===== src/sv/bilinear_wrap_clamp_sampler_defines.svh =====
// Assertion helpers shared by the sampler modules.
`ifndef BILINEAR_WRAP_CLAMP_SAMPLER_DEFINES_SVH
`define BILINEAR_WRAP_CLAMP_SAMPLER_DEFINES_SVH

// Checks a property on every rising clock edge outside reset.
`define BWCS_ASSERT(name, clk, rst_n, prop, msg) \
  name: assert property (@(posedge clk) disable iff (!rst_n) prop) else $error(msg);

// Checks that the consequent holds in the cycle after the antecedent.
`define BWCS_ASSERT_NEXT(name, clk, rst_n, ante, cons, msg) \
  name: assert property (@(posedge clk) disable iff (!rst_n) ante |=> cons) else $error(msg);

`endif


===== src/sv/bwcs_pkg.sv =====
package bwcs_pkg;

  localparam int MAX_WIDTH   = 64;
  localparam int MAX_HEIGHT  = 64;
  localparam int STORE_DEPTH = MAX_WIDTH * MAX_HEIGHT;
  localparam int ADDR_W      = $clog2(STORE_DEPTH);
  localparam int COL_W       = (MAX_WIDTH > 1) ? $clog2(MAX_WIDTH) : 1;
  localparam int ROW_W       = (MAX_HEIGHT > 1) ? $clog2(MAX_HEIGHT) : 1;

  localparam int SIZE_W      = 7;
  localparam int CFG_IDX_W   = 2;
  localparam int IDX_W       = 12;
  localparam int CHAN_W      = 24;
  localparam int NUM_CHAN    = 4;
  localparam int PIX_W       = CHAN_W * NUM_CHAN;
  localparam int SEL_W       = 2;
  localparam int COORD_W     = 32;
  localparam int FRAC_W      = 16;
  localparam int ONE         = 1 << FRAC_W;
  localparam int HALF        = 1 << (FRAC_W - 1);
  localparam int PROD_W      = CHAN_W + FRAC_W + 2;
  localparam int NUM_TAPS    = 4;
  localparam int TAP_W       = $clog2(NUM_TAPS);
  localparam int QUEUE_DEPTH = 2;

  localparam int DEFAULT_WIDTH  = 64;
  localparam int DEFAULT_HEIGHT = 64;

  typedef enum logic [CFG_IDX_W-1:0] {
    CFG_IMAGE_WIDTH  = 2'd0,
    CFG_IMAGE_HEIGHT = 2'd1
  } cfg_reg_e;

  typedef enum logic {
    OP_WRITE  = 1'b0,
    OP_SAMPLE = 1'b1
  } op_e;

  typedef enum logic [2:0] {
    BK_IDLE,
    BK_FETCH,
    BK_LAST,
    BK_MUL_BOT,
    BK_ADD_BOT,
    BK_MUL_OUT,
    BK_DONE
  } back_state_e;

  // One classified item on its way from the front end to the back end.
  // A write uses addr[0] and pixel; a sample uses the four tap addresses,
  // the channel select and both weights.
  typedef struct packed {
    op_e                              op;
    logic [SEL_W-1:0]                 chan;
    logic [NUM_TAPS-1:0][ADDR_W-1:0]  addr;
    logic [PIX_W-1:0]                 pixel;
    logic [FRAC_W-1:0]                tx;
    logic [FRAC_W-1:0]                ty;
  } entry_t;

  function automatic logic [SIZE_W-1:0] sat_size(input logic [SIZE_W-1:0] raw,
                                                  input int maxv);
    logic [SIZE_W-1:0] res;
    if (raw == '0) begin
      res = SIZE_W'(1);
    end else if (32'(raw) > maxv) begin
      res = SIZE_W'(maxv);
    end else begin
      res = raw;
    end
    return res;
  endfunction

  function automatic logic signed [CHAN_W-1:0] chan_pick(input logic [PIX_W-1:0] pix,
                                                         input logic [SEL_W-1:0] sel);
    return pix[sel*CHAN_W +: CHAN_W];
  endfunction

endpackage


===== src/sv/bwcs_queue.sv =====
`include "bilinear_wrap_clamp_sampler_defines.svh"

module bwcs_queue (
  input  logic             clk_i,
  input  logic             rst_ni,
  input  logic             push_valid_i,
  output logic             push_ready_o,
  input  bwcs_pkg::entry_t push_entry_i,
  output logic             pop_valid_o,
  input  logic             pop_i,
  output bwcs_pkg::entry_t pop_entry_o
);

  localparam int PTR_W = (bwcs_pkg::QUEUE_DEPTH > 1) ? $clog2(bwcs_pkg::QUEUE_DEPTH) : 1;
  localparam int CNT_W = $clog2(bwcs_pkg::QUEUE_DEPTH + 1);

  bwcs_pkg::entry_t   mem_q [bwcs_pkg::QUEUE_DEPTH];
  logic [PTR_W-1:0]   wr_ptr_q, rd_ptr_q;
  logic [CNT_W-1:0]   count_q;
  logic               push, pop;

  function automatic logic [PTR_W-1:0] ptr_inc(input logic [PTR_W-1:0] p);
    logic [PTR_W-1:0] res;
    if (32'(p) == bwcs_pkg::QUEUE_DEPTH - 1) begin
      res = '0;
    end else begin
      res = p + PTR_W'(1);
    end
    return res;
  endfunction

  assign push_ready_o = 32'(count_q) != bwcs_pkg::QUEUE_DEPTH;
  assign pop_valid_o  = count_q != '0;
  assign push         = push_valid_i && push_ready_o;
  assign pop          = pop_i && pop_valid_o;
  assign pop_entry_o  = mem_q[rd_ptr_q];

  always_ff @(posedge clk_i or negedge rst_ni) begin
    if (!rst_ni) begin
      wr_ptr_q <= '0;
      rd_ptr_q <= '0;
      count_q  <= '0;
    end else begin
      if (push) begin
        wr_ptr_q <= ptr_inc(wr_ptr_q);
      end
      if (pop) begin
        rd_ptr_q <= ptr_inc(rd_ptr_q);
      end
      if (push && !pop) begin
        count_q <= count_q + CNT_W'(1);
      end else if (pop && !push) begin
        count_q <= count_q - CNT_W'(1);
      end
    end
  end

  always_ff @(posedge clk_i) begin
    if (push) begin
      mem_q[wr_ptr_q] <= push_entry_i;
    end
  end

  `BWCS_ASSERT(a_count_bound, clk_i, rst_ni, 32'(count_q) <= bwcs_pkg::QUEUE_DEPTH, "queue count beyond depth")
  `BWCS_ASSERT_NEXT(a_count_up, clk_i, rst_ni, push && !pop, count_q == $past(count_q) + CNT_W'(1), "push without pop did not grow the queue")

endmodule


===== config.mk =====
export PLATFORM = sky130hd
export DESIGN_NAME = bwcs_queue
export DESIGN_NICKNAME = d
export VERILOG_FILES = /design/src/sv/bwcs_pkg.sv /design/src/sv/bwcs_queue.sv
export VERILOG_INCLUDE_DIRS = /design/src /design/src/sv
export SDC_FILE = /design/constraint.sdc
export NUM_CORES = 1
export LEC_CHECK = 0
export BUFFER_PORTS_ARGS = -buffer_cell sky130_fd_sc_hd__buf_4
export CAP_MARGIN = 20
export CORE_MARGIN = 5
export CORE_UTILIZATION = 48
export CTS_CLUSTER_SIZE = 24
export DETAILED_ROUTE_END_ITERATION = 7
export PLACE_DENSITY_LB_ADDON = 0.12
export SLEW_MARGIN = 5
export SYNTH_ARGS = -nofsm -noshare
export SYNTH_HDL_FRONTEND = slang
export SYNTH_SLANG_ARGS = --single-unit

===== constraint.sdc =====
create_clock -name clk_i -period 10.43 [get_ports clk_i]
set_input_delay 0 -clock clk_i [delete_from_list [all_inputs] [get_ports clk_i]]
set_output_delay 0 -clock clk_i [all_outputs]
set_load 0.01 [all_outputs]

* Yosys cells after proc, flatten, opt, wreduce, memory -nomap -nowiden *
Memories as Yosys holds them, arrays and structs flattened.
Cells that the tools add are included.

word-level totals
  logic and storage cells = 23
  bits in registers = 4
  output and inout port bits = 181
  memory bits (writable) = 358
  memories kept = 1
  input bits = 183
  latch bits = 0
  bits in read-only memories = 0

memories
  memory  depth  bits a word  read ports  clocked after memory_dff  wr ports  line              source
  mem_q   2      179          1           0                         1         bwcs_queue.sv:17  bwcs_pkg::entry_t mem_q [bwcs_pkg::QUEUE_DEPTH];

cells by class
  $add $sub $neg = 4
  shift-type cells = 0
  $lt $le $gt $ge = 0
  equal/unequal tests = 1
  $mul = 0
  muxes and demuxes = 6
  reductions and logical operators = 8
  div/mod/pow operators = 0
  bitwise gates (word level) = 0

operators with widths
  cell                   count
  $logic_and A1 B1 Y1    4
  $mux W1                4
  $mux W2                2
  $reduce_bool A2 Y1     2
  $add A1 B1 Y1 const B  2
  $add A2 B1 Y2 const B  1
  $logic_not A1 Y1       2
  $ne A2 B2 Y1 const B   1
  $sub A2 B1 Y2 const B  1

* Longest topological paths before layout *
  depth after elaboration = 6
  depth in mapped cells = 7
  depth with buffers taken out = 7

* Least setup slack after synthesis *
OpenSTA, ideal clock, no wires.

  path type = register -> register
  start = register count_q[0]
  end = memory mem_q[0][0] in the netlist's numbering (enable)
  data required time = 9709 ps
  clock period less this slack = 8845 ps
  path slack = 1585 ps
  buffers on the path = 0
  setup time = 721 ps
  data arrival time = 8124 ps
  cell stages (with the launch flop) = 4
  path through = dfrtp_1 > nand2b_1 > nand2_1 > nor2_1

on the way
  word-level cells in the longest chain between the ends = 4

RTL lines
  item                           line              source
  start, declared                bwcs_queue.sv:19  logic [CNT_W-1:0] count_q;
  start signal, assigned         bwcs_queue.sv:51  count_q <= count_q + CNT_W'(1);
  start signal, assigned         bwcs_queue.sv:53  count_q <= count_q - CNT_W'(1);
  $ne A2 B2 Y1                   bwcs_queue.sv:32  assign push_ready_o = 32'(count_q) != bwcs_pkg::QUEUE_DEPTH;
  via push_ready_o               bwcs_queue.sv:7   output logic push_ready_o,
  $logic_and A1 B1 Y1            bwcs_queue.sv:34  assign push = push_valid_i && push_ready_o;
  $mux W1                        bwcs_queue.sv:59  if (push) begin
  $mux W1 (not written as such)  bwcs_queue.sv:60  mem_q[wr_ptr_q] <= push_entry_i;
  end, declared                  bwcs_queue.sv:17

The timed path passes the listed nets, and every way through them passes these cells.

==> impl_metrics.csv <==
group,metric,value,unit
run_status,status,"finished clean",
sta,setup_viol_count_final,0,
yosys,synth_cells,575,
setup_path,crit_buf_inv,2,
sta,fin_crit,3190,ps
hold_path,hold_class,"in2reg",
clocking,cts.sinks,362,
setup_path,r2r_start,"count_q[0]$_DFFE_PN0P_",
power,powerDensity,258,nW/um2
yosys,synth_area,13500,um2
die,die_area,31600,um2
sta,fmax,313,MHz
clocking,path_clk_slew,60,ps
setup_path,cp_max_fo,75,
detailed_routing,wl_per_cell,18.4,um
sta,max_slew.worst_pin.slew,1080,ps
detailed_routing,drtPass1Iterations,4,
placed_design,io_buffers,363,
grt,grt_usage,17.4,%
detailed_routing,first_iter_violations,330,
setup_path,critical-path-top-delay-family,"flip-flops",
die,die-height,178,um
setup_path,critical_path_required,10430,ps
detailed_routing,num_vias,7348,
setup_path,critPathMostFrequentCell,"buf_4",
setup_path,start_kind,"flip-flop",
setup_path,crit_start,"rd_ptr_q$_DFFE_PN0P_",
sta,hold_viol_final,0,
grt,grt_start_max_net_pins,76,
finish,area_growth,44.7,%
finish,layout-drive-gt1-share,51.0,%
yosys,avgSynthCellArea,23.5,um2
placed_design,dp_hpwl,17900,um
grt,groute.layer.met2.usage,29.5,%
sta,fin_setup_tns,0,ps
sta,maxSlewHeadroom,28.2,%
yosys,synth_fp_nets,759,
clocking,cts_max_level,2,
grt,use_met1,21.1,%
setup_path,worst_ep_arrival_time,3190,ps
yosys,synth-seq-cells,362,
setup_path,crit_chain,"buf_4, mux2_2, buf_4",
job,cap_violations,0,
sta,whs,216,ps
grt,use_met3,6.01,%
clocking,cts_tree,"done",
die,core-area,27800,um2
setup_path,cp-end-kind,"output port",
power,peakVddDrop,0.000181,V
grt,grt.busiest_layer,"met2",
detailed_routing,drc,0,
setup_path,slowest_stage,"dfrtp_4",
setup_path,path_class,"reg2out",
die,fp-row-count,61,
power,leakage,7.63,nW
sta,finalCritPeriodShare,30.6,%
grt,grt_overflow,0,
sta,finClkSkew,13.5,ps
grt,antenna_found_initial,2,
die,dieWidth,178,um
yosys,yosysUniqueCellTypes,15,
yosys,yosysWarningCount,0,
sta,slew_violations,0,
placed_design,placed_cells,1302,
clocking,cts_made_buffers,37,
clocking,clock_path_buffers,3,
detailed_routing,drtAntennaViolNets,0,
clocking,clockRootBuffer,"clkbuf_16",
clocking,clock_latency,500,ps
die,initial_core_util,48.6,%
finish,fin_cells,1553,
die,io_pins,364,
hold_path,hp-start,"push_entry_i[153]",
sta,rsz0062_at_grt,"no",
setup_path,cp_slowest_stage_delay,1120,ps
grt,grt_pass1_vias,7973,
yosys,ys_seq_area_share,80.3,%
grt,grt_pass1_wl,42500,um
detailed_routing,via_per_inst,4.73,
detailed_routing,totalWireLength,28600,um
finish,nets,1330,
placed_design,place.gp.congestion,0.756,
## state kept, by name (all words and copies together) (netlist names)
| name | count |
|---|---|
| count_q | 2 |
| mem_q | 358 |
| rd_ptr_q | 1 |
| wr_ptr_q | 1 |
## worst reg2reg max path: cells and delay by family, from the launching register on
kind,cells,cell delay (ps)
AND/OR/NAND/NOR,3,1140
flip-flops,1,400
buffers and inverters,1,910
## cells in the final DEF, fill, tap and decap left out, types with 2 or more instances in the layout
| cell type | n |
|---|---|
| buf_4 | 369 |
| edfxtp_1 | 358 |
| dlygate4sd3_1 | 183 |
| mux2_4 | 100 |
| mux2_2 | 79 |
| clkbuf_16 | 39 |
| clkinv_1 | 13 |
| clkbuf_1 | 7 |
| clkinv_2 | 4 |
| xnor2_1 | 3 |
| dfrtp_1 | 3 |
| diode_2 | 2 |
| nand2_1 | 2 |
| xor2_1 | 2 |
## cell families after synthesis
kind of cell             after synthesis  share of synthesized area [%]
AND/OR/NAND/NOR                        7                          0.250
adder cells (fa/ha/maj)                1                         0.0926
multiplexers                         179                           17.7
XOR/XNOR                               5                          0.324
buffers and inverters                 21                           1.32
flip-flops                           362                           80.3
## area by class of cell
| type | count | area (um2) |
|---|---|---|
| diodes | 2 | 5.00 |
| clock buffers | 46 | 1000 |
| clock inverters | 20 | 115 |
| fillers | 1820 | 8230 |
| inverters | 1 | 3.75 |
| multi-input cells | 192 | 2490 |
| flip-flops and latches | 362 | 10900 |
| well taps | 378 | 473 |
| repair buffers | 552 | 4600 |
## synth_stat cells
master,count,area share [%]
and3_1,1,0.046
buf_2,8,0.30
buf_6,12,1.0
dfrtp_1,4,0.74
edfxtp_1,358,80
ha_1,1,0.093
inv_1,1,0.028
mux2_2,79,6.6
mux2_4,100,11
nand2_1,2,0.056
nand2b_1,1,0.046
nor2_1,2,0.056
or2_2,1,0.046
xnor2_1,3,0.19
xor2_1,2,0.13
## power by group
part	switching (mW)	total, mW	internal, mW
clock network	0.504	1.21	0.704
logic	0.778	1.71	0.928
registers	0.127	2.12	1.99
## metal layers
metal / share of wire (%) / up-vias
met4: 2.1 / 0
li1: - / 3439
met5: 0 / -
met3: 9.0 / 40
met1: 38 / 3598
met2: 51 / 271
## final timing paths
kind	to	slack, ps	depth (start not counted)
min reg2reg	count_q[1]$_DFFE_PN0P_	490	1
max reg2reg	mem_q[0][101]$_DFFE_PP_	7490	4
max	pop_entry_o[23]	7240	3
max in group asynchronous	rd_ptr_q$_DFFE_PN0P_	9830	3
min in group asynchronous	count_q[0]$_DFFE_PN0P_	400	3
min	mem_q[1][153]$_DFFE_PP_	220	2
## per-stage QoR
stage	total power [mW]	instance area [um2]	util [%]	worst slack (ps)
global route	5.28	19500	70.4	7030
floorplan	3.17	13500	-	1590
detailed placement	3.82	16600	59.7	7480
global placement	3.81	16600	59.7	7500
finish	5.03	19500	70.4	7240
CTS	5.09	19500	70.3	7150
## timing repair
item / in CTS / in global routing
gates resized for setup: 0 / 0
hold buffers: 183 / 0
setup buffers: 0 / 0
endpoints found under the hold margin: 365 / 0
No activity file was read; power rests on OpenSTA's default activity.
