**config.mk**
```make
export PLATFORM = sky130hd
export DESIGN_NAME = bwcs_front
export DESIGN_NICKNAME = d
export VERILOG_FILES = /design/src/sv/bilinear_wrap_clamp_sampler_defines.svh /design/src/sv/bwcs_pkg.sv /design/src/sv/bwcs_front.sv
export SDC_FILE = /design/constraint.sdc
export NUM_CORES = 1
export LEC_CHECK = 0
export BUFFER_PORTS_ARGS = -buffer_cell sky130_fd_sc_hd__buf_2
export CAP_MARGIN = 40
export CELL_PAD_IN_SITES_DETAIL_PLACEMENT = 1
export CELL_PAD_IN_SITES_GLOBAL_PLACEMENT = 1
export CORE_MARGIN = 5
export CORE_UTILIZATION = 47
export DETAILED_ROUTE_END_ITERATION = 7
export GPL_TIMING_DRIVEN = 1
export PLACE_DENSITY = 0.9
export SYNTH_ARGS = -nofsm -noshare
export SYNTH_HDL_FRONTEND = slang
export SYNTH_SLANG_ARGS = --single-unit
export TNS_END_PERCENT = 10
```
**constraint.sdc**
```tcl
create_clock -name clk_i -period 15.5 [get_ports clk_i]
set_input_delay 0.775 -clock clk_i [delete_from_list [all_inputs] [get_ports clk_i]]
set_output_delay 0.775 -clock clk_i [all_outputs]
set_load 0.03 [all_outputs]
```
**src/sv/bilinear_wrap_clamp_sampler_defines.svh**
```systemverilog
// Assertion helpers shared by the sampler modules.
`ifndef BILINEAR_WRAP_CLAMP_SAMPLER_DEFINES_SVH
`define BILINEAR_WRAP_CLAMP_SAMPLER_DEFINES_SVH

// Checks a property on every rising clock edge outside reset.
`define BWCS_ASSERT(name, clk, rst_n, prop, msg) \
  name: assert property (@(posedge clk) disable iff (!rst_n) prop) else $error(msg);

// Checks that the consequent holds in the cycle after the antecedent.
`define BWCS_ASSERT_NEXT(name, clk, rst_n, ante, cons, msg) \
  name: assert property (@(posedge clk) disable iff (!rst_n) ante |=> cons) else $error(msg);

`endif

```
**src/sv/bwcs_pkg.sv**
```systemverilog
package bwcs_pkg;

  localparam int MAX_WIDTH   = 64;
  localparam int MAX_HEIGHT  = 64;
  localparam int STORE_DEPTH = MAX_WIDTH * MAX_HEIGHT;
  localparam int ADDR_W      = $clog2(STORE_DEPTH);
  localparam int COL_W       = (MAX_WIDTH > 1) ? $clog2(MAX_WIDTH) : 1;
  localparam int ROW_W       = (MAX_HEIGHT > 1) ? $clog2(MAX_HEIGHT) : 1;

  localparam int SIZE_W      = 7;
  localparam int CFG_IDX_W   = 2;
  localparam int IDX_W       = 12;
  localparam int CHAN_W      = 24;
  localparam int NUM_CHAN    = 4;
  localparam int PIX_W       = CHAN_W * NUM_CHAN;
  localparam int SEL_W       = 2;
  localparam int COORD_W     = 32;
  localparam int FRAC_W      = 16;
  localparam int ONE         = 1 << FRAC_W;
  localparam int HALF        = 1 << (FRAC_W - 1);
  localparam int PROD_W      = CHAN_W + FRAC_W + 2;
  localparam int NUM_TAPS    = 4;
  localparam int TAP_W       = $clog2(NUM_TAPS);
  localparam int QUEUE_DEPTH = 2;

  localparam int DEFAULT_WIDTH  = 64;
  localparam int DEFAULT_HEIGHT = 64;

  typedef enum logic [CFG_IDX_W-1:0] {
    CFG_IMAGE_WIDTH  = 2'd0,
    CFG_IMAGE_HEIGHT = 2'd1
  } cfg_reg_e;

  typedef enum logic {
    OP_WRITE  = 1'b0,
    OP_SAMPLE = 1'b1
  } op_e;

  typedef enum logic [2:0] {
    BK_IDLE,
    BK_FETCH,
    BK_LAST,
    BK_MUL_BOT,
    BK_ADD_BOT,
    BK_MUL_OUT,
    BK_DONE
  } back_state_e;

  // One classified item on its way from the front end to the back end.
  // A write uses addr[0] and pixel; a sample uses the four tap addresses,
  // the channel select and both weights.
  typedef struct packed {
    op_e                              op;
    logic [SEL_W-1:0]                 chan;
    logic [NUM_TAPS-1:0][ADDR_W-1:0]  addr;
    logic [PIX_W-1:0]                 pixel;
    logic [FRAC_W-1:0]                tx;
    logic [FRAC_W-1:0]                ty;
  } entry_t;

  function automatic logic [SIZE_W-1:0] sat_size(input logic [SIZE_W-1:0] raw,
                                                  input int maxv);
    logic [SIZE_W-1:0] res;
    if (raw == '0) begin
      res = SIZE_W'(1);
    end else if (32'(raw) > maxv) begin
      res = SIZE_W'(maxv);
    end else begin
      res = raw;
    end
    return res;
  endfunction

  function automatic logic signed [CHAN_W-1:0] chan_pick(input logic [PIX_W-1:0] pix,
                                                         input logic [SEL_W-1:0] sel);
    return pix[sel*CHAN_W +: CHAN_W];
  endfunction

endpackage

```
**src/sv/bwcs_front.sv**
```systemverilog
module bwcs_front (
  input  logic                                clk_i,
  input  logic                                rst_ni,
  input  logic                                in_valid_i,
  output logic                                in_stall_o,
  input  logic                                op_i,
  input  logic [bwcs_pkg::IDX_W-1:0]          pixel_index_i,
  input  logic signed [bwcs_pkg::CHAN_W-1:0]  red_value_i,
  input  logic signed [bwcs_pkg::CHAN_W-1:0]  green_value_i,
  input  logic signed [bwcs_pkg::CHAN_W-1:0]  blue_value_i,
  input  logic signed [bwcs_pkg::CHAN_W-1:0]  alpha_value_i,
  input  logic signed [bwcs_pkg::COORD_W-1:0] u_coord_i,
  input  logic signed [bwcs_pkg::COORD_W-1:0] v_coord_i,
  input  logic [bwcs_pkg::SEL_W-1:0]          channel_i,
  input  logic [bwcs_pkg::SIZE_W-1:0]         width_i,
  input  logic [bwcs_pkg::SIZE_W-1:0]         height_i,
  output logic                                push_valid_o,
  input  logic                                push_ready_i,
  output bwcs_pkg::entry_t                    push_entry_o
);

  localparam int XS_W = bwcs_pkg::FRAC_W + bwcs_pkg::SIZE_W + 1;
  localparam int YS_W = bwcs_pkg::FRAC_W + bwcs_pkg::SIZE_W + 2;
  localparam int XI_W = bwcs_pkg::SIZE_W + 2;

  // Clamped row times width plus wrapped column.
  function automatic logic [bwcs_pkg::ADDR_W-1:0] tap_addr(
      input logic signed [XI_W-1:0] row,
      input logic signed [XI_W-1:0] col,
      input logic [bwcs_pkg::SIZE_W-1:0] w);
    logic [bwcs_pkg::ROW_W-1:0] r;
    logic [bwcs_pkg::COL_W-1:0] c;
    logic [bwcs_pkg::ROW_W+bwcs_pkg::SIZE_W:0] full;
    r = bwcs_pkg::ROW_W'(row);
    c = bwcs_pkg::COL_W'(col);
    full = (bwcs_pkg::ROW_W+bwcs_pkg::SIZE_W+1)'(r * w)
         + (bwcs_pkg::ROW_W+bwcs_pkg::SIZE_W+1)'(c);
    return bwcs_pkg::ADDR_W'(full);
  endfunction

  function automatic logic signed [XI_W-1:0] row_clamp(input logic signed [XI_W-1:0] y,
                                                       input logic signed [XI_W-1:0] hm1);
    logic signed [XI_W-1:0] res;
    if (y < 0) begin
      res = '0;
    end else if (y > hm1) begin
      res = hm1;
    end else begin
      res = y;
    end
    return res;
  endfunction

  logic [bwcs_pkg::FRAC_W-1:0]               fu;
  logic [bwcs_pkg::FRAC_W:0]                 fv;
  logic [bwcs_pkg::FRAC_W+bwcs_pkg::SIZE_W-1:0] xp;
  logic [bwcs_pkg::FRAC_W+bwcs_pkg::SIZE_W:0]   yp;
  logic signed [XS_W-1:0]                    xs;
  logic signed [YS_W-1:0]                    ys;
  logic                                      s1_free;

  logic                                      s1_valid_q;
  bwcs_pkg::op_e                             s1_op_q;
  logic [bwcs_pkg::SEL_W-1:0]                s1_chan_q;
  logic [bwcs_pkg::IDX_W-1:0]                s1_idx_q;
  logic [bwcs_pkg::PIX_W-1:0]                s1_pix_q;
  logic signed [bwcs_pkg::SIZE_W:0]          s1_x0_q;
  logic signed [XI_W-1:0]                    s1_y0_q;
  logic [bwcs_pkg::FRAC_W-1:0]               s1_tx_q;
  logic [bwcs_pkg::FRAC_W-1:0]               s1_ty_q;

  logic signed [XI_W-1:0] x0e, x1, wx0, wx1, we, wm1, hm1, y1, cy0, cy1;
  logic                   idx_ok;
  logic                   need_push;

  // Coordinate scaling: u keeps its fraction, v is clamped to [0, 1].
  always_comb begin
    fu = u_coord_i[bwcs_pkg::FRAC_W-1:0];
    if (v_coord_i[bwcs_pkg::COORD_W-1]) begin
      fv = '0;
    end else if (v_coord_i[bwcs_pkg::COORD_W-2:0] > (bwcs_pkg::COORD_W-1)'(bwcs_pkg::ONE)) begin
      fv = (bwcs_pkg::FRAC_W+1)'(bwcs_pkg::ONE);
    end else begin
      fv = v_coord_i[bwcs_pkg::FRAC_W:0];
    end
    xp = fu * width_i;
    yp = fv * height_i;
    xs = $signed({1'b0, xp}) - $signed(XS_W'(bwcs_pkg::HALF));
    ys = $signed({1'b0, yp}) - $signed(YS_W'(bwcs_pkg::HALF));
  end

  always_ff @(posedge clk_i or negedge rst_ni) begin
    if (!rst_ni) begin
      s1_valid_q <= 1'b0;
    end else if (s1_free) begin
      s1_valid_q <= in_valid_i;
    end
  end

  always_ff @(posedge clk_i) begin
    if (s1_free && in_valid_i) begin
      s1_op_q   <= bwcs_pkg::op_e'(op_i);
      s1_chan_q <= channel_i;
      s1_idx_q  <= pixel_index_i;
      s1_pix_q  <= {alpha_value_i, blue_value_i, green_value_i, red_value_i};
      s1_x0_q   <= xs[XS_W-1:bwcs_pkg::FRAC_W];
      s1_y0_q   <= ys[YS_W-1:bwcs_pkg::FRAC_W];
      s1_tx_q   <= xs[bwcs_pkg::FRAC_W-1:0];
      s1_ty_q   <= ys[bwcs_pkg::FRAC_W-1:0];
    end
  end

  // Neighbor columns wrap around the width; neighbor rows clamp to the image.
  always_comb begin
    x0e = {s1_x0_q[bwcs_pkg::SIZE_W], s1_x0_q};
    we  = $signed({2'b00, width_i});
    wm1 = we - $signed(XI_W'(1));
    hm1 = $signed({2'b00, height_i}) - $signed(XI_W'(1));
    wx0 = x0e[XI_W-1] ? wm1 : x0e;
    x1  = x0e + $signed(XI_W'(1));
    wx1 = (x1 == we) ? '0 : x1;
    y1  = s1_y0_q + $signed(XI_W'(1));
    cy0 = row_clamp(s1_y0_q, hm1);
    cy1 = row_clamp(y1, hm1);
  end

  always_comb begin
    idx_ok    = 32'(s1_idx_q) < bwcs_pkg::STORE_DEPTH;
    need_push = (s1_op_q == bwcs_pkg::OP_SAMPLE) || idx_ok;

    push_entry_o.op      = s1_op_q;
    push_entry_o.chan    = s1_chan_q;
    push_entry_o.addr[0] = (s1_op_q == bwcs_pkg::OP_SAMPLE) ? tap_addr(cy0, wx0, width_i)
                                                            : bwcs_pkg::ADDR_W'(s1_idx_q);
    push_entry_o.addr[1] = tap_addr(cy0, wx1, width_i);
    push_entry_o.addr[2] = tap_addr(cy1, wx0, width_i);
    push_entry_o.addr[3] = tap_addr(cy1, wx1, width_i);
    push_entry_o.pixel   = s1_pix_q;
    push_entry_o.tx      = s1_tx_q;
    push_entry_o.ty      = s1_ty_q;

    push_valid_o = s1_valid_q && need_push;
    // A write beyond the store is dropped here without reaching the queue.
    s1_free      = !s1_valid_q || !need_push || push_ready_i;
    in_stall_o   = !s1_free;
  end

endmodule

```
# Yosys cells after proc, flatten, opt, wreduce, memory -nomap -nowiden
# Index checks and enable logic that the tools add are counted.
totals:
  register_bits: 161
  input_bits: 193
  out_inout_bits: 181
  wordCells: 42
op_classes:
  n_addsub: 10
  n_mul: 4
  n_lt_le_gt_ge: 5
  eq_ne: 1
  n_mux: 9
  reduce_logical: 4
op_table:
  columns: ["op", "count"]
  rows:
  - ["$add 12x6->12", 4]
  - ["$mux 6", 6]
  - ["$mux 17", 2]
  - ["$gt 31x17->1 const B", 1]
  - ["$sub 24x16->25 const B", 1]
  - ["$mul 17x7->24", 1]
  - ["$mul 6x7->12", 2]
  - ["$sub 23x16->24 const B", 1]
  - ["$mul 16x7->23", 1]
  - ["$gt 9x8->1", 2]
  - ["$lt 9x1->1 const B", 2]
  - ["$mux 12", 1]
  - ["$add 8x2->9 const B", 1]
  - ["$add 9x2->9 const B", 1]
  - ["$eq 9x8->1", 1]
  - ["$sub 7x1->8 const B", 1]
  - ["$sub 6x1->6 const B", 1]
  - ["$logic_not 1->1", 2]
  - ["$logic_and 1x1->1", 1]
  - ["$logic_or 1x1->1", 1]

# Logic depth before layout (Yosys ltp)
# Gate-level depths: netlist (run 1).
logic_depth:
  ltp_word: 7
  mapped_depth: 30
  depth_no_buf: 29

# Worst setup path after synthesis (run 1)
# OpenSTA, ideal clock, no wires.
synth_path:
  path_type: "input-to-output"
  start: "input port height_i[0] (netlist bit)"
  end: "output port push_entry_o[139] (netlist bit)"
  arrival_ns: 7.733
  required_ns: 14.725
  slack_ns: 6.992
  stages: 27
  path_buffers: 1
  cell_sequence: "clkbuf_1 inv_1 ha_1 xnor2_1 ha_1 a32oi_1 maj3_1 a222oi_1 or2_2 a32oi_2 mux2i_1 nor2_1 and2_1 fa_1 inv_1 fa_1 fa_1 inv_1 ha_1 a21oi_1 nor2_1 o31ai_1 o311ai_0 or2_2 nor4bb_1 xnor3_1 mux2i_1"
synth_rtl:
  columns: ["element", "line_no", "text"]
  rows:
  - ["from (decl)", "bwcs_front.sv:16", "input logic [bwcs_pkg::SIZE_W-1:0] height_i,"]
  - ["to (decl)", "bwcs_front.sv:19", "output bwcs_pkg::entry_t push_entry_o"]

==> results of run 1 <==
## layout make-up
type                    instances  share of cell area [%]
diodes                          1                 0.01240
clock buffers                  17                   2.108
clock inverters                13                  0.7439
inverters                     244                   4.538
multi-input cells            1222                   56.63
flip-flops and latches        161                   23.93
well taps                     468                   2.901
repair buffers                362                   9.137
## metrics by stage
stage / hold slack (ns) / cell area (sq um) / setup slack (ns) / std cells / power, mW
5_1_grt: 0.07892 / 20180 / 5.394 / 2487 / 3.022
6_report: 0.1068 / 20180 / 5.924 / 2488 / 2.816
4_1_cts: 0.08626 / 20180 / 5.971 / 2487 / 2.839
3_5_place_dp: 0.5510 / 19610 / 5.981 / 2457 / 2.387
3_3_place_gp: 0.5093 / 19580 / 6.123 / 2456 / 2.297
2_1_floorplan: 0.4794 / 17370 / 6.992 / 1680 / 1.909
## layer usage
layer  share of wire, %  routed length (microns)  vias up  global-route usage, %
li1                   -                        -     6263                      -
met1                 39                    19630     7000                  28.97
met2                 54                    27410      396                  46.52
met3                5.0                     2537       97                  4.444
met4                2.4                     1234        8                  6.838
met5               0.10                       53        -                      0
## cell families after synthesis
| family | synth area share (%) |
|---|---|
| buf+inv | 6.532 |
| compound gates | 7.029 |
| flops | 27.80 |
| xor+xnor | 6.186 |
| fa+ha+maj | 36.01 |
| simple gates | 15.33 |
| mux | 1.109 |
## state kept, by name, summed over array words and instances, names as in the netlist
signal,count
s1_pix_q,96
push_valid_o,1
s1_chan_q,2
s1_y0_q,9
s1_idx_q,12
s1_tx_q,16
s1_x0_q,8
s1_op_q,1
s1_ty_q,16
## power breakdown
| group | switching (mW) | internal, mW | total, mW |
|---|---|---|---|
| logic | 1.15 | 0.648 | 1.79 |
| registers | 0.0312 | 0.558 | 0.589 |
| clock network | 0.194 | 0.239 | 0.433 |
| total | 1.37 | 1.44 | 2.82 |
## synth_stat cells (4+ instances only)
library cell	n
a2111oi_0	4
a211oi_1	6
a21o_1	18
a21oi_1	65
a31oi_1	4
and2_1	93
and3_1	93
clkbuf_1	48
edfxtp_1	160
fa_1	187
ha_1	200
inv_1	244
mux2_2	7
mux2i_1	10
nand2_1	146
nand2b_1	7
nand3_1	28
nand4_1	6
nor2_1	69
nor2b_1	8
nor3_1	25
nor3b_1	5
nor4_1	9
o211ai_1	4
o21a_1	19
o21ai_0	22
o21bai_1	21
or2_2	6
or3_1	4
xnor2_1	72
xor2_1	43
## final timing paths
path | from | endpoint | slack (ns) | cells after the start
hold reg to reg | push_valid_o$_DFFE_PN0N_ | push_valid_o$_DFFE_PN0N_ | 0.56 | 2
max in group asynchronous | rst_ni | push_valid_o$_DFFE_PN0N_ | 15.31 | 1
setup / recovery | height_i[0] | push_entry_o[139] | 5.92 | 28
min in group clk_i | blue_value_i[8] | s1_pix_q[56]$_DFFE_PP_ | 0.50 | 1
hold / removal | rst_ni | push_valid_o$_DFFE_PN0N_ | 0.11 | 1
setup reg to reg | push_valid_o$_DFFE_PN0N_ | s1_pix_q[41]$_DFFE_PP_ | 12.73 | 5
==> results.sh, run 1 <==
export IMPL_die_height_microns=202.3
export IMPL_critical_path_max_stage_delay_ns=0.54
export IMPL_synth_area_leader_cell="edfxtp_1"
export IMPL_grt_setup_unrepaired="false"
export IMPL_fp_row_count=70
export IMPL_h_tree_depth=4
export IMPL_crit_required_ns=14.73
export IMPL_skew_ns=0.01975
export IMPL_cts_setup_buffers=0
export IMPL_worst_pin_slew_ns=0.8310
export IMPL_synth_seq_cells=161
export IMPL_leakage_nw=10.15
export IMPL_slew_violations=0
export IMPL_mostFrequentLayoutCell="buf_2"
export IMPL_numClockSinks=161
export IMPL_netlist_area_sq_mm=0.01737
export IMPL_core_sq_mm=0.03652
export IMPL_die_area_sq_mm=0.04091
export IMPL_min_period_ns=9.576
export IMPL_cts_tree="done"
export IMPL_postCtsHoldBufs=0
export IMPL_cellPowerDensity_mw_per_mm2=139.5
export IMPL_clk_pin_slew_ns=0.06
export IMPL_crit_family="adder cells"
export IMPL_hold_viol_final=0
export IMPL_worst_slew_margin_rel_pct=44.09
export IMPL_crit_type="primary input to output pin"
export IMPL_cp_max_fo=21
export IMPL_final_cell_mix="buf_2, inv_1, ha_1, fa_1, edfxtp_1"
export IMPL_synthFlopType="edfxtp_1"
export IMPL_dr_total_vias=13760
export IMPL_firstDrtPassIters=5
export IMPL_synth_top_cell_area_share_pct=27.66
export IMPL_numCtsBuffers=17
export IMPL_dieWidth_microns=202.3
export IMPL_cts_resized=0
export IMPL_regArea_sq_mm=0.004830
export IMPL_start_util_pct=47.57
export IMPL_async_reset_ff_share_pct=0.6211
export IMPL_maxCapViolCount=0
export IMPL_ys_warn_count=0
export IMPL_tns_ns=0
export IMPL_setup_viol=0
export IMPL_utilization_pct=55.27
export IMPL_post_drt_wl_per_cell_microns=20.44
export IMPL_hp_class="primary input to asynchronous set/reset pin"
export IMPL_avgSynthCellArea_sq_um=10.34
export IMPL_timing_final_crit_share_pct=61.78
export IMPL_ir_worst_vdd_mv=0.1728
export IMPL_fillers=4105
export IMPL_multi_input_area_sq_mm=0.01143
export IMPL_synth_cells=1680
export IMPL_remaining_drc_errors=0
export IMPL_wl_mm=50.86
export IMPL_synth_edf_count=160
export IMPL_gp_congestion=0.8741
export IMPL_clk_latency_ns=0.45
export IMPL_ys_seq_area_share_pct=27.80
export IMPL_grt_ovfl_total=0
export IMPL_ant_nets=0
export IMPL_cp_end_kind="output pin"
export IMPL_fmax_mhz=104.4
export IMPL_area_growth_pct=16.18
export IMPL_vias_per_cell=5.532
export IMPL_drtIter0Drc=613
export IMPL_synth_area_leaders="edfxtp_1, fa_1, ha_1"
export IMPL_finalNetCount=2588
export IMPL_startpoint_type="primary input"
export IMPL_io_pins=374
export IMPL_ys_types=70
export IMPL_grt_first_pass_wirelength_mm=81.81
export IMPL_cp_arrival_ns=8.80
export IMPL_crit_path_top_delay_cell="fa_1"
export IMPL_drive_gt1_share_pct=20.70
export IMPL_grt_max_degree=66
export IMPL_path_buf_inv=5
export IMPL_hpwlAfterDp_mm=40.21
export IMPL_syn_num_nets=2260
export IMPL_grt_pass1_vias=15530
export IMPL_status="completed"
export IMPL_grt_antenna_before_repair=4
export IMPL_clockRootBuffer="clkbuf_16"
export IMPL_clockBufferDepth=2
export IMPL_io_buffers=357
export IMPL_grt_use_total_pct=24.77
Power figures use the tool's default switching activity.
==> run 2, diff against run 1 <==
- CORE_UTILIZATION: 47 -> 40
- PLACE_DENSITY: 0.9 -> 0.82
- clock period: 15.5 -> 8.05 ns (I/O delays scaled with it)
==> results.sh, run 2 (same netlist as run 1, synthesis figures left out) <==
export IMPL_status="completed"
export IMPL_clockBufferDepth=2
export IMPL_post_drt_wl_per_cell_microns=19.60
export IMPL_hp_class="primary input to register"
export IMPL_firstDrtPassIters=5
export IMPL_area_growth_pct=19.83
export IMPL_grt_use_total_pct=21.59
export IMPL_timing_final_crit_share_pct=96.62
export IMPL_hold_viol_final=0
export IMPL_crit_type="register to output pin"
export IMPL_drive_gt1_share_pct=23.09
export IMPL_place_inst=2601
export IMPL_mostFrequentLayoutCell="buf_2"
export IMPL_die_height_microns=218.4
export IMPL_min_from="red_value_i[4]"
export IMPL_die_area_sq_mm=0.04770
export IMPL_pre_cts_slack_ns=0.07749
export IMPL_final_cells=2643
export IMPL_h_tree_depth=4
export IMPL_crit_path_top_delay_cell="fa_1"
export IMPL_fillers=4928
export IMPL_io_buffers=357
export IMPL_worst_slew_margin_rel_pct=28.41
export IMPL_slew_violations=0
export IMPL_numClockSinks=161
export IMPL_finalNetCount=2624
export IMPL_worstRegToRegCells=5
export IMPL_largest_register_ffs=96
export IMPL_clk_latency_ns=0.45
export IMPL_cp_max_fo=10
export IMPL_grt_ovfl_total=0
export IMPL_worstReg2RegStart="push_valid_o$_DFFE_PN0N_"
export IMPL_placed_area_sq_mm=0.01998
export IMPL_clockRootBuffer="clkbuf_16"
export IMPL_crit_required_ns=7.65
export IMPL_maxCapViolCount=0
export IMPL_grt_first_pass_wirelength_mm=82.25
export IMPL_regArea_sq_mm=0.004830
export IMPL_final_cell_mix="buf_2, inv_1, ha_1, fa_1, edfxtp_1"
export IMPL_critical_path_max_stage_delay_ns=0.59
export IMPL_dr_total_vias=13890
export IMPL_remaining_drc_errors=0
export IMPL_crit_path_start="s1_y0_q[1]$_DFFE_PP_"
export IMPL_grt_max_degree=76
export IMPL_wl_mm=51.80
export IMPL_fp_row_count=76
export IMPL_crit_path_frequent_cell="ha_1"
export IMPL_fin_ws_ns=0.2720
export IMPL_ir_worst_vdd_mv=0.3144
export IMPL_hpwlAfterDp_mm=41.64
export IMPL_clk_pin_slew_ns=0.08
export IMPL_cellPowerDensity_mw_per_mm2=267.9
export IMPL_min_path_cells=1
export IMPL_p_total_mw=5.577
export IMPL_cp_arrival_ns=7.38
export IMPL_numCtsBuffers=17
export IMPL_fmax_mhz=128.6
export IMPL_core_sq_mm=0.04298
export IMPL_io_pins=374
export IMPL_skew_ns=0.01492
export IMPL_cp_end_kind="output pin"
export IMPL_tns_ns=0
export IMPL_multi_input_area_sq_mm=0.01156
export IMPL_utilization_pct=48.43
export IMPL_start_util_pct=40.42
export IMPL_grt_antenna_before_repair=1
export IMPL_ant_nets=0
export IMPL_drtIter0Drc=670
export IMPL_startpoint_type="register"
export IMPL_grt_pass1_vias=15480
export IMPL_vias_per_cell=5.254
export IMPL_cts_tree="done"
export IMPL_dieWidth_microns=218.4
export IMPL_finalHoldWorstSlack_ns=0.1201
export IMPL_min_period_ns=7.778
export IMPL_setup_viol=0
export IMPL_design_area_sq_mm=0.02082
export IMPL_gp_congestion=0.8638
export IMPL_top_register="s1_pix_q"
export IMPL_leakage_nw=10.37
export IMPL_worst_pin_slew_ns=1.064
export IMPL_reg_top3="s1_pix_q x96, s1_tx_q x16, s1_ty_q x16"
run 2: changes by cell type in the layout (fill, tap and decap cells not counted), moves of 3 or more:
cell | previous run | this run
buf_4 | 4 | 37
mux2i_1 | 10 | 6
mux2i_4 | 0 | 3
nor2_1 | 69 | 66
nor2_2 | 0 | 3
run 2: cell type report:
type                            count  share of cell area, %
Sequential cell                   161                  23.20
Timing Repair Buffer              398                  10.36
Clock buffer                       19                  2.080
Antenna cell                        1                0.01202
Inverter                          244                  4.400
Multi-Input combinational cell   1222                  55.53
Clock inverter                     13                 0.9076
Tap cell                          585                  3.516
run 2: what timing repair did:
action / in CTS / in global routing
gates resized for setup: 2 / 29
endpoints found under the hold margin: 1 / 0
hold buffers: 1 / 0
setup buffers: 0 / 8
endpoints found under the setup margin: 3 / 10
pin swaps: 0 / 3
run 2: final timing paths:
check	end	slack (ns)
hold / removal	s1_pix_q[4]$_DFFE_PP_	0.12
min in group asynchronous	push_valid_o$_DFFE_PN0N_	0.28
setup / recovery	push_entry_o[175]	0.27
hold reg to reg	push_valid_o$_DFFE_PN0N_	0.57
max in group asynchronous	push_valid_o$_DFFE_PN0N_	7.68
setup reg to reg	s1_ty_q[11]$_DFFE_PP_	5.82
run 2: power breakdown:
group          leakage, nW  internal (mW)  switching, mW  total (mW)
registers             1.54           1.07         0.0649        1.14
logic                 8.53           1.31           2.25        3.55
clock network        0.300          0.501          0.385       0.886
total                 10.4           2.88           2.70        5.58
run 2: per-layer routing:
metal  up-vias  routed length [microns]  global-route usage (%)
met5         -                       13                       0
met4         2                     1085                   5.422
met3        74                     2165                   3.491
met2       336                    27660                   40.21
met1      7147                    20880                   25.97
li1       6327                        -                       -
run 2: worst max-delay path, delay by kind of cell (launching register included):
family | cells | cell delay [ns]
AO/OA/AOI/OAI | 9 | 2.01
adder cells (fa/ha/maj) | 6 | 2.21
AND/OR/NAND/NOR | 5 | 0.72
buffers and inverters | 5 | 0.66
XOR/XNOR | 2 | 0.65
multiplexers | 1 | 0.21
flip-flops | 1 | 0.47
